===== src/rtl/psf_pkg.sv =====
// Shared constants, payload types, codes and control structs of the packet slot queue.
package psf_pkg;

  localparam int SLOTS      = 8;
  localparam int SLOT_BYTES = 256;
  localparam int SLOT_W     = $clog2(SLOTS);
  localparam int POS_W      = $clog2(SLOT_BYTES);
  localparam int LEN_W      = POS_W + 1;
  localparam int CNT_W      = $clog2(SLOTS + 1);
  localparam int BYTE_DEPTH = SLOTS * SLOT_BYTES;
  localparam int QUEUE_W    = SLOT_W + LEN_W;

  typedef enum logic {
    ACT_WRITE = 1'b0,
    ACT_READ  = 1'b1
  } action_t;

  typedef enum logic [1:0] {
    STAT_OK       = 2'd0,
    STAT_FULL     = 2'd1,
    STAT_NO_DATA  = 2'd2,
    STAT_OVERFLOW = 2'd3
  } status_t;

  typedef enum logic [1:0] {
    STATE_IDLE,
    STATE_HEAD,
    STATE_BYTE
  } state_t;

  typedef struct packed {
    action_t    action;
    logic [7:0] data;
    logic       last;
  } req_t;

  typedef struct packed {
    status_t          status;
    logic [7:0]       data_out;
    logic             last_out;
    logic [LEN_W-1:0] length;
    logic             stored;
    logic [CNT_W-1:0] free_slots;
    logic [CNT_W-1:0] packets_waiting;
  } rsp_t;

  typedef struct packed {
    logic              claim;
    logic              free_en;
    logic [SLOT_W-1:0] free_slot;
  } alloc_ctrl_t;

  typedef struct packed {
    logic              found;
    logic [SLOT_W-1:0] lowest;
    logic [CNT_W-1:0]  free_count;
    logic [CNT_W-1:0]  free_count_next;
  } alloc_stat_t;

endpackage


===== src/rtl/psf_alloc.sv =====
// Slot occupancy bitmap, lowest-free-slot encoder and free slot counter.
module psf_alloc (
  input  logic                  clk,
  input  logic                  rst,
  input  psf_pkg::alloc_ctrl_t  ctrl,
  output psf_pkg::alloc_stat_t  stat
);
  import psf_pkg::*;

  logic [SLOTS-1:0]  slot_used;
  logic [SLOTS-1:0]  slot_used_next;
  logic [CNT_W-1:0]  free_count;
  logic [CNT_W-1:0]  free_count_next;
  logic              found;
  logic [SLOT_W-1:0] lowest;

  // scan downwards so the lowest free slot wins
  always_comb begin
    found  = 1'b0;
    lowest = '0;
    for (int s = SLOTS - 1; s >= 0; s--) begin
      if (!slot_used[s]) begin
        found  = 1'b1;
        lowest = SLOT_W'(s);
      end
    end
  end

  always_comb begin
    slot_used_next  = slot_used;
    free_count_next = free_count;
    if (ctrl.claim) begin
      slot_used_next[lowest] = 1'b1;
      free_count_next        = free_count - CNT_W'(1);
    end
    if (ctrl.free_en) begin
      slot_used_next[ctrl.free_slot] = 1'b0;
      free_count_next                = free_count + CNT_W'(1);
    end
  end

  always_ff @(posedge clk) begin
    if (rst) begin
      slot_used  <= '0;
      free_count <= CNT_W'(SLOTS);
    end else begin
      slot_used  <= slot_used_next;
      free_count <= free_count_next;
    end
  end

  assign stat.found           = found;
  assign stat.lowest          = lowest;
  assign stat.free_count      = free_count;
  assign stat.free_count_next = free_count_next;

`ifndef NO_ASSERTIONS
  a_claim_needs_free: assert property (@(posedge clk) disable iff (rst)
    ctrl.claim |-> found)
    else $error("slot claimed with no free slot");

  a_free_of_used: assert property (@(posedge clk) disable iff (rst)
    ctrl.free_en |-> slot_used[ctrl.free_slot])
    else $error("slot freed that was not in use");

  a_count_tracks_bitmap: assert property (@(posedge clk) disable iff (rst)
    free_count == CNT_W'(SLOTS - $countones(slot_used)))
    else $error("free slot count disagrees with the bitmap");
`endif

endmodule


===== config.mk =====
export PLATFORM = sky130hd
export DESIGN_NAME = psf_alloc
export DESIGN_NICKNAME = d
export VERILOG_FILES = /design/src/rtl/psf_pkg.sv /design/src/rtl/psf_alloc.sv
export SDC_FILE = /design/constraint.sdc
export NUM_CORES = 1
export LEC_CHECK = 0
export ABC_AREA = 1
export BUFFER_PORTS_ARGS = -buffer_cell sky130_fd_sc_hd__buf_2
export CELL_PAD_IN_SITES_DETAIL_PLACEMENT = 0
export CELL_PAD_IN_SITES_GLOBAL_PLACEMENT = 1
export CORE_ASPECT_RATIO = 1.25
export CORE_MARGIN = 4
export CORE_UTILIZATION = 37
export DETAILED_ROUTE_END_ITERATION = 10
export GPL_TIMING_DRIVEN = 0
export PLACE_DENSITY = 0.83
export SYNTH_ARGS = -nofsm -noshare
export SYNTH_HDL_FRONTEND = slang
export SYNTH_SLANG_ARGS = --single-unit

===== constraint.sdc =====
create_clock -name clk -period 2.1 [get_ports clk]
set_clock_uncertainty 0.1 [all_clocks]
set_input_delay 0.42 -clock clk [delete_from_list [all_inputs] [get_ports clk]]
set_output_delay 0.42 -clock clk [all_outputs]
set_load 0.01 [all_outputs]

==> results of run 1 <==
[worst paths after layout]
kind / to / cells after the start
hold reg to reg: slot_used[6] / 2
setup reg to reg: free_count[2] / 7
setup / recovery: stat[1] / 6
hold / removal: free_count[1] / 2
[state kept, by name (all words and copies together) (netlist names)]
signal,cells
slot_used,8
free_count,4
[logic make-up (layout without fill, tap and decap cells)]
family                     Yosys count  count (layout)  share of synthesized area
and+or+nand+nor                     44              44                      0.315
buffers and inverters               23              45                      0.128
AOI/OAI and AO/OA                   18              18                      0.148
DFF                                 12              12                      0.337
xor gates and xnor gates             3               3                     0.0369
adders and majority gates            2               2                     0.0351
[power by group through the flow]
stage                     sequential [mW]  combinational [mW]  clock (mW)
after floorplan                     0.261              0.0663           0
after global placement              0.259               0.113           0
after detailed placement            0.259               0.113           0
after CTS                           0.254               0.114       0.186
after global routing                0.256               0.131       0.196
final                               0.253               0.112       0.182
[area by class of cell]
| cell class | instances | area, um^2 | share of cell area |
|---|---|---|---|
| multi-input cells | 67 | 380 | 0.441 |
| inverters | 21 | 78.8 | 0.0914 |
| clock buffers | 4 | 36.3 | 0.0421 |
| well taps | 19 | 23.8 | 0.0276 |
| repair buffers | 18 | 90.1 | 0.104 |
| flip-flops and latches | 12 | 240 | 0.279 |
| plain buffers | 2 | 12.5 | 0.0145 |
[stage by stage]
stage	instances	worst slack [ns]	util	area, um^2	power [mW]
CTS	143	0.145	0.482	862	0.554
floorplan	102	0.516	-	712	0.327
finish	143	0.164	0.482	862	0.547
global route	143	0.0221	0.482	862	0.583
global placement	139	0.344	0.462	826	0.372
detailed placement	139	0.341	0.462	826	0.372
[per-layer routing]
layer	vias up	routed length (um)	part of all wire
met3	4	74	0.053
met4	0	18	0.013
met1	294	625	0.45
met2	18	686	0.49
met5	-	0	0
li1	367	-	-
[cell usage in the layout, fill, tap and decap left out]
cell      count
a21oi_1       7
a21oi_2       1
buf_2        19
buf_4         1
clkbuf_4      3
clkbuf_8      1
dfxtp_1      12
ha_1          2
inv_1        19
inv_2         2
nand2_1      20
nand2_2       1
nand3_1       7
nand3_4       1
nand3b_1      1
nand4_1       3
nor2_1        6
nor2_2        3
nor3_4        1
o211ai_1      1
o21ai_0       7
o221a_2       1
o31ai_1       1
or2_1         1
xnor2_1       1
xor2_1        2
==> results.sh, run 1 <==
export IMPL_min_period_ns=1.94
export IMPL_synthFlopType="dfxtp_1"
export IMPL_hold_ws_ns=0.257
export IMPL_worstPathMaxFanout=5
export IMPL_crit_arrival_ns=1.42
export IMPL_dieArea_mm2=0.00269
export IMPL_path_buf_inv=2
export IMPL_synth_top_area_share=0.337
export IMPL_worst_pin_slew_ns=0.266
export IMPL_vias=683
export IMPL_cts_buffer_depth=2
export IMPL_wl_per_cell_um=9.81
export IMPL_yosys_area_top_type="dfxtp_1"
export IMPL_rsz0062_at_grt="no"
export IMPL_antenna_found_initial=0
export IMPL_cp_data_required_time_ns=1.58
export IMPL_drt_initial_drc_count=9
export IMPL_io_buffers=18
export IMPL_grt_overflow=0
export IMPL_htree_levels=1
export IMPL_finalCritPeriodShare=0.922
export IMPL_hold_violations=0
export IMPL_slew_violations=0
export IMPL_cts_tree="done"
export IMPL_p_sw_frac=0.284
export IMPL_run_status="finished clean"
export IMPL_post_cts_resized=0
export IMPL_synth_cells_most_frequent="nand2_1 (20), inv_1 (19), dfxtp_1 (12)"
export IMPL_synth_edf_count=0
export IMPL_leakagePower_nw=0.410
export IMPL_gr_usage_met1=0.148
export IMPL_grt_pass1_wl_mm=2.42
export IMPL_grt_max_degree=11
export IMPL_crit_chain="inv_1 > ha_1 > nand2_1 > o211ai_1 > nand2_1 > buf_2"
export IMPL_finalWirelength_mm=1.40
export IMPL_synthTopCellsByArea="dfxtp_1 (34%), nand2_1 (11%), inv_1 (10%)"
export IMPL_gr_usage_met2=0.201
export IMPL_ys_async_sr_fraction=0
export IMPL_drtPass1Iterations=4
export IMPL_initial_utilization=0.398
export IMPL_rows=17
export IMPL_clock_fmax_ghz=0.517
export IMPL_synth_avg_cell_area_um2=6.98
export IMPL_hp_start="rst"
export IMPL_clk_latency_ns=0.27
export IMPL_r2r_start="free_count[0]"
export IMPL_synth_seq_cells=12
export IMPL_crit_type="flop to primary output"
export IMPL_top_usage_layer="met2"
export IMPL_io_pins=19
export IMPL_hold_path_class="primary input to flop"
export IMPL_die_x_um=47.2
export IMPL_fp_coreArea_mm2=0.00179
export IMPL_nFillCells=197
export IMPL_cp_top_family="flip-flops"
export IMPL_grtUsageTotal=0.119
export IMPL_dp_hpwl_mm=1.20
export IMPL_syn_num_nets=111
export IMPL_avgViaCountPerCell=4.78
export IMPL_p_clk_frac=0.332
export IMPL_grt_pass1_vias=620
export IMPL_fp_dieH_um=57.0
export IMPL_tns_ns=0
export IMPL_peakVddDrop_v=0.000319
export IMPL_relSlewSlack=0.821
export IMPL_maxCapViolCount=0
export IMPL_ant_nets=0
export IMPL_synthCells=102
export IMPL_power_density_mw_per_mm2=634
export IMPL_synth_distinct_cells=24
export IMPL_cts_sinks=12
export IMPL_crit_start="free_count[0]"
export IMPL_crit_top_cell="nand2_1"
export IMPL_drc=0
export IMPL_start_kind="flop"
export IMPL_drive_gt1_frac=0.274
export IMPL_internal_power_mw=0.391
export IMPL_seqPwrFrac=0.463
export IMPL_antenna_cells=0
export IMPL_gp_congestion=0.761
export IMPL_fin_nets=134
export IMPL_endpoint_kind="primary output"
export IMPL_switchingPower_mw=0.155
export IMPL_cts_setup_buffers=0
export IMPL_root_buffer="clkbuf_4"
export IMPL_cts_clk_slew_worst_paths_ns=0.08
export IMPL_cts_buffers=3
export IMPL_area_growth_pct=21.1
export IMPL_syn_cell_area_um2=712
export IMPL_r2r_setup_slack_ns=0.84
export IMPL_yosys_warnings=0
export IMPL_critPathMaxStageDelay_ns=0.41
export IMPL_synth_most_common_cell="nand2_1"
export IMPL_cts_hold_buf=0
export IMPL_met3_usage=0.0189
export IMPL_combPwrFrac=0.204
export IMPL_crit_slowest_cell="dfxtp_1"
export IMPL_setup_viol=0
export IMPL_ys_seq_area_frac=0.337
(Power assumes the default switching activity.)
==> inputs of run 2 (changes only) <==
--- a/config.mk
+++ b/config.mk
@@ -10,5 +10,5 @@
 export CELL_PAD_IN_SITES_DETAIL_PLACEMENT = 0
 export CELL_PAD_IN_SITES_GLOBAL_PLACEMENT = 1
-export CORE_ASPECT_RATIO = 1.25
+export CORE_ASPECT_RATIO = 0.7
 export CORE_MARGIN = 4
 export CORE_UTILIZATION = 37
==> constraint.sdc (replaced) <==
create_clock -name clk -period 2.1 [get_ports clk]
set_clock_uncertainty 0.1 [all_clocks]
set_input_delay 0.42 -clock clk [delete_from_list [all_inputs] [get_ports clk]]
set_output_delay 0.42 -clock clk [all_outputs]
set_load 0.05 [all_outputs]
==> run 2 against run 1 <==
Register-to-register slack worse by 0.02 ns. First-iteration DRC count grew to 3.3 times the previous value. Clock power fell by 24%. Flip-flop and latch count stayed put. Combinational power increased by 83%. Setup slack worse by 0.045 ns. Cell count grew 0.70%. Final area is 2.8% higher. Largest power group unchanged.
==> results.sh, run 2 (synthesis results as in run 1) <==
export IMPL_ant_nets=0
export IMPL_fp_dieH_um=44.7
export IMPL_reg2reg_depth=7
export IMPL_crit_chain="inv_1 > ha_1 > nand3_1 > nand2_1 > xor2_4 > buf_4"
export IMPL_hold_violations=0
export IMPL_drive_gt1_frac=0.309
export IMPL_dp_hpwl_mm=1.31
export IMPL_largest_reg_flops=8
export IMPL_antenna_cells=0
export IMPL_p_clk_frac=0.230
export IMPL_nFillCells=176
export IMPL_fp_coreArea_mm2=0.00170
export IMPL_power_density_mw_per_mm2=678
export IMPL_gp_congestion=0.761
export IMPL_crit_arrival_ns=1.46
export IMPL_cp_data_required_time_ns=1.58
export IMPL_die_x_um=60.4
export IMPL_tns_ns=0
export IMPL_finalWirelength_mm=1.56
export IMPL_r2r_start="free_count[0]"
export IMPL_seq_area_um2=244
export IMPL_path_buf_inv=2
export IMPL_finalCritPeriodShare=0.943
export IMPL_worst_pin_slew_ns=0.298
export IMPL_cts_hold_buf=0
export IMPL_hold_path_class="primary input to flop"
export IMPL_drc=0
export IMPL_holdPathStages=2
export IMPL_drt_initial_drc_count=30
export IMPL_switchingPower_mw=0.236
export IMPL_dieArea_mm2=0.00270
export IMPL_crit_type="flop to primary output"
export IMPL_fin_nets=134
export IMPL_min_to="free_count[1]"
export IMPL_crit_slowest_cell="dfxtp_2"
export IMPL_multi_input_area_um2=404
export IMPL_antenna_found_initial=0
export IMPL_combPwrFrac=0.341
export IMPL_grt_pass1_wl_mm=2.59
export IMPL_area_growth_pct=24.4
export IMPL_clock_fmax_ghz=0.505
export IMPL_setup_viol=0
export IMPL_design_area_um2=886
export IMPL_seqPwrFrac=0.429
export IMPL_wl_per_cell_um=10.8
export IMPL_cts_sinks=12
export IMPL_final_cell_mix="nand2_1 (20), inv_1 (19), buf_2 (16)"
export IMPL_worstPathMaxFanout=5
export IMPL_largestRegisters="slot_used: 8 flops, free_count: 4 flops"
export IMPL_rsz0062_at_grt="no"
export IMPL_avgViaCountPerCell=4.62
export IMPL_cts_clk_slew_worst_paths_ns=0.07
export IMPL_p_sw_frac=0.394
export IMPL_grtUsageTotal=0.131
export IMPL_cts_buffer_depth=2
export IMPL_start_kind="flop"
export IMPL_hp_start="rst"
export IMPL_cts_buffers=3
export IMPL_vias=665
export IMPL_r2r_end="free_count[2]"
export IMPL_final_common_cell="nand2_1"
export IMPL_rows=12
export IMPL_run_status="finished clean"
export IMPL_peakVddDrop_v=0.000402
export IMPL_grt_overflow=0
export IMPL_initial_utilization=0.420
export IMPL_io_pins=19
export IMPL_clk_latency_ns=0.27
export IMPL_cts_tree="done"
export IMPL_regMostFlops="slot_used"
export IMPL_internal_power_mw=0.364
export IMPL_r2r_setup_slack_ns=0.82
export IMPL_htree_levels=1
export IMPL_hold_ws_ns=0.254
export IMPL_drtPass1Iterations=4
export IMPL_dpl_cell_area_um2=850
export IMPL_endpoint_kind="primary output"
export IMPL_cp_top_family="flip-flops"
export IMPL_grt_max_degree=11
export IMPL_critPathMaxStageDelay_ns=0.37
export IMPL_leakagePower_nw=0.409
export IMPL_io_buffers=18
export IMPL_maxCapViolCount=0
export IMPL_slew_violations=0
export IMPL_min_period_ns=1.98
export IMPL_grt_pass1_vias=572
export IMPL_root_buffer="clkbuf_4"
export IMPL_relSlewSlack=0.801
-- run 2: power by group through the flow --
stage               logic (mW)  registers [mW]  clock network, mW
floorplan                0.123           0.291                  0
global route             0.222           0.260              0.159
detailed placement       0.199           0.262                  0
finish                   0.205           0.258              0.138
global placement         0.197           0.262                  0
CTS                      0.199           0.257              0.146
-- run 2: through the flow --
stage | setup WS [ns] | total power, mW | utilization | std cells
2_1_floorplan | 0.131 | 0.414 | - | 102
3_3_place_gp | 0.255 | 0.459 | 0.501 | 141
3_5_place_dp | 0.257 | 0.461 | 0.501 | 141
4_1_cts | 0.0418 | 0.602 | 0.514 | 144
5_1_grt | 0.00432 | 0.641 | 0.522 | 144
6_report | 0.119 | 0.600 | 0.522 | 144
-- run 2: how the worst max path moves through the flow --
stage | slack [ns] | from | cells after the start | end
after floorplan | 0.13 | free_count[2] | 4 | stat[3]
after global placement | 0.25 | ctrl[4] | 6 | stat[3]
after detailed placement | 0.26 | ctrl[4] | 6 | stat[3]
after CTS | 0.04 | free_count[0] | 6 | stat[2]
after global routing | 0.004 | slot_used[7] | 10 | stat[8]
final | 0.12 | free_count[0] | 6 | stat[2]
-- run 2: cell type report --
type / count / share of cell area
clock buffers: 3 / 0.0254
multi-input cells: 67 / 0.456
repair buffers: 18 / 0.110
flip-flops and latches: 12 / 0.275
well taps: 21 / 0.0297
inverters: 21 / 0.0890
plain buffers: 2 / 0.0141
-- run 2: metal layers --
layer,track usage,up-vias,part of all wire
li1,-,365,-
met1,0.188,291,0.54
met2,0.181,9,0.41
met3,0.0600,0,0.050
met4,0.0260,0,0
met5,0,-,0
-- run 2: what timing repair did --
action                                  in CTS  in global routing
hold endpoints to repair                     0                  0
gates resized for setup                      0                  7
endpoints found under the setup margin       0                  5
setup buffers                                0                  0
==> inputs of run 3 (changes only) <==
SETUP_SLACK_MARGIN = 0.5   (was default)
==> run 3 against run 2 <==
Total power is 17% higher. Flip-flop and latch count stayed put. Combinational power is 45% higher. Non-clock buffer count is 16 higher. Global-route usage is 2.4 points higher. Utilization is 20 points higher. Sequential power hardly changed. Critical path depth stayed put. Critical path type unchanged. Largest cell class unchanged. Highest routed layer unchanged.
==> results.sh, run 3 (synthesis results as in run 1) <==
export IMPL_met3_usage=0.0514
export IMPL_htree_levels=1
export IMPL_clk_latency_ns=0.28
export IMPL_leakagePower_nw=0.544
export IMPL_worstPathMaxFanout=4
export IMPL_start_kind="flop"
export IMPL_antenna_found_initial=0
export IMPL_final_cell_mix="buf_4 (14), inv_1 (12), nand2_1 (11)"
export IMPL_rows=12
export IMPL_drtPass1Iterations=4
export IMPL_finalCritPeriodShare=0.908
export IMPL_fp_coreArea_mm2=0.00170
export IMPL_peakVddDrop_v=0.000553
export IMPL_fin_nets=150
export IMPL_worst_pin_slew_ns=0.253
export IMPL_relSlewSlack=0.830
export IMPL_run_status="finished clean"
export IMPL_io_buffers=18
export IMPL_root_buffer="clkbuf_4"
export IMPL_largest_reg_flops=8
export IMPL_endpoint_kind="primary output"
export IMPL_gr_usage_met1=0.211
export IMPL_grt_overflow=0
export IMPL_initial_utilization=0.420
export IMPL_cts_buffers=3
export IMPL_cts_hold_buf=0
export IMPL_cts_clk_slew_worst_paths_ns=0.08
export IMPL_setup_viol=0
export IMPL_vias=758
export IMPL_min_period_ns=1.91
export IMPL_antenna_cells=0
export IMPL_grtUsageTotal=0.155
export IMPL_final_common_cell="buf_4"
export IMPL_tns_ns=0
export IMPL_hold_violations=0
export IMPL_clock_fmax_ghz=0.524
export IMPL_io_pins=19
export IMPL_wl_per_cell_um=11.9
export IMPL_drive_gt1_frac=0.593
export IMPL_ant_nets=0
export IMPL_grt_max_degree=11
export IMPL_finalWirelength_mm=1.92
export IMPL_fp_dieH_um=44.7
export IMPL_crit_type="flop to primary output"
export IMPL_power_density_mw_per_mm2=574
export IMPL_crit_arrival_ns=1.39
export IMPL_cp_data_required_time_ns=1.58
export IMPL_dp_hpwl_mm=1.39
export IMPL_dp_cells=141
export IMPL_largestRegisters="slot_used: 8 flops, free_count: 4 flops"
export IMPL_maxCapViolCount=0
export IMPL_regMostFlops="slot_used"
export IMPL_area_growth_pct=72.1
export IMPL_nFillCells=132
export IMPL_cts_tree="done"
export IMPL_instances_no_fill=161
export IMPL_drc=0
export IMPL_gp_congestion=0.773
export IMPL_grt_pass1_wl_mm=3.09
export IMPL_setup_slack_ns=0.193
export IMPL_slew_violations=0
export IMPL_dieArea_mm2=0.00270
export IMPL_gr_usage_met2=0.246
export IMPL_hold_path_class="primary input to flop"
export IMPL_dp_slack_ns=0.290
export IMPL_cts_buffer_depth=2
export IMPL_avgViaCountPerCell=4.71
export IMPL_cts_sinks=12
export IMPL_rsz0062_at_grt="yes"
export IMPL_grt_pass1_vias=673
export IMPL_die_x_um=60.4
export IMPL_drt_initial_drc_count=18
export IMPL_top_usage_layer="met2"
[run 3: changes by cell type in the layout (fill, tap and decap cells not counted), sizes merged]
cell and delta:
buf +17
[run 3: area by class of cell]
cell class / count / area (um^2) / area share
multi-input cells: 67 / 515 / 0.421
repair buffers: 34 / 289 / 0.236
clock buffers: 4 / 26.3 / 0.0215
well taps: 21 / 26.3 / 0.0215
inverters: 21 / 86.3 / 0.0705
plain buffers: 2 / 16.3 / 0.0133
flip-flops and latches: 12 / 265 / 0.217
[run 3: per-layer routing]
metal  share of wire  routed length (um)  vias up
met1            0.50                 953      346
met5               0                   0        -
met3           0.048                  92        0
met2            0.45                 872       12
met4               0                   0        0
li1                -                   -      400
[run 3: power by group]
| part | total, mW | internal (mW) | switching (mW) | leakage [nW] |
|---|---|---|---|---|
| Clock | 0.148 | 0.0736 | 0.0746 | 0.0150 |
| Sequential | 0.257 | 0.238 | 0.0187 | 0.103 |
| Combinational | 0.297 | 0.119 | 0.178 | 0.426 |
| Total | 0.703 | 0.431 | 0.272 | 0.544 |
[run 3: through the flow]
stage	hold slack, ns	power, mW	cell area, um^2	util
after detailed placement	0.355	0.479	896	0.528
after global routing	0.248	0.743	1220	0.722
after global placement	0.359	0.475	896	0.528
final	0.250	0.703	1220	0.722
after CTS	0.246	0.686	1110	0.652
after floorplan	0.341	0.429	779	-
[run 3: path summary, 6_finish.rpt]
kind / start / end / slack [ns] / cells past startpoint
min: rst / free_count[0] / 0.25 / 2
min reg2reg: slot_used[6] / slot_used[6] / 0.39 / 2
max: free_count[0] / stat[1] / 0.19 / 6
max reg2reg: slot_used[6] / slot_used[2] / 0.74 / 7
[run 3: worst max-delay path, cell delays in order (launching register included)]
cell      delay (ns)
dfxtp_4         0.38
inv_4           0.05
ha_4            0.26
nand2_1         0.05
o211ai_1        0.13
nand2_2         0.08
buf_6           0.15
[run 3: what timing repair did]
action	CTS	global route
gates resized for setup	37	21
setup endpoints to repair	8	9
pin swaps	7	8
setup buffers	8	8
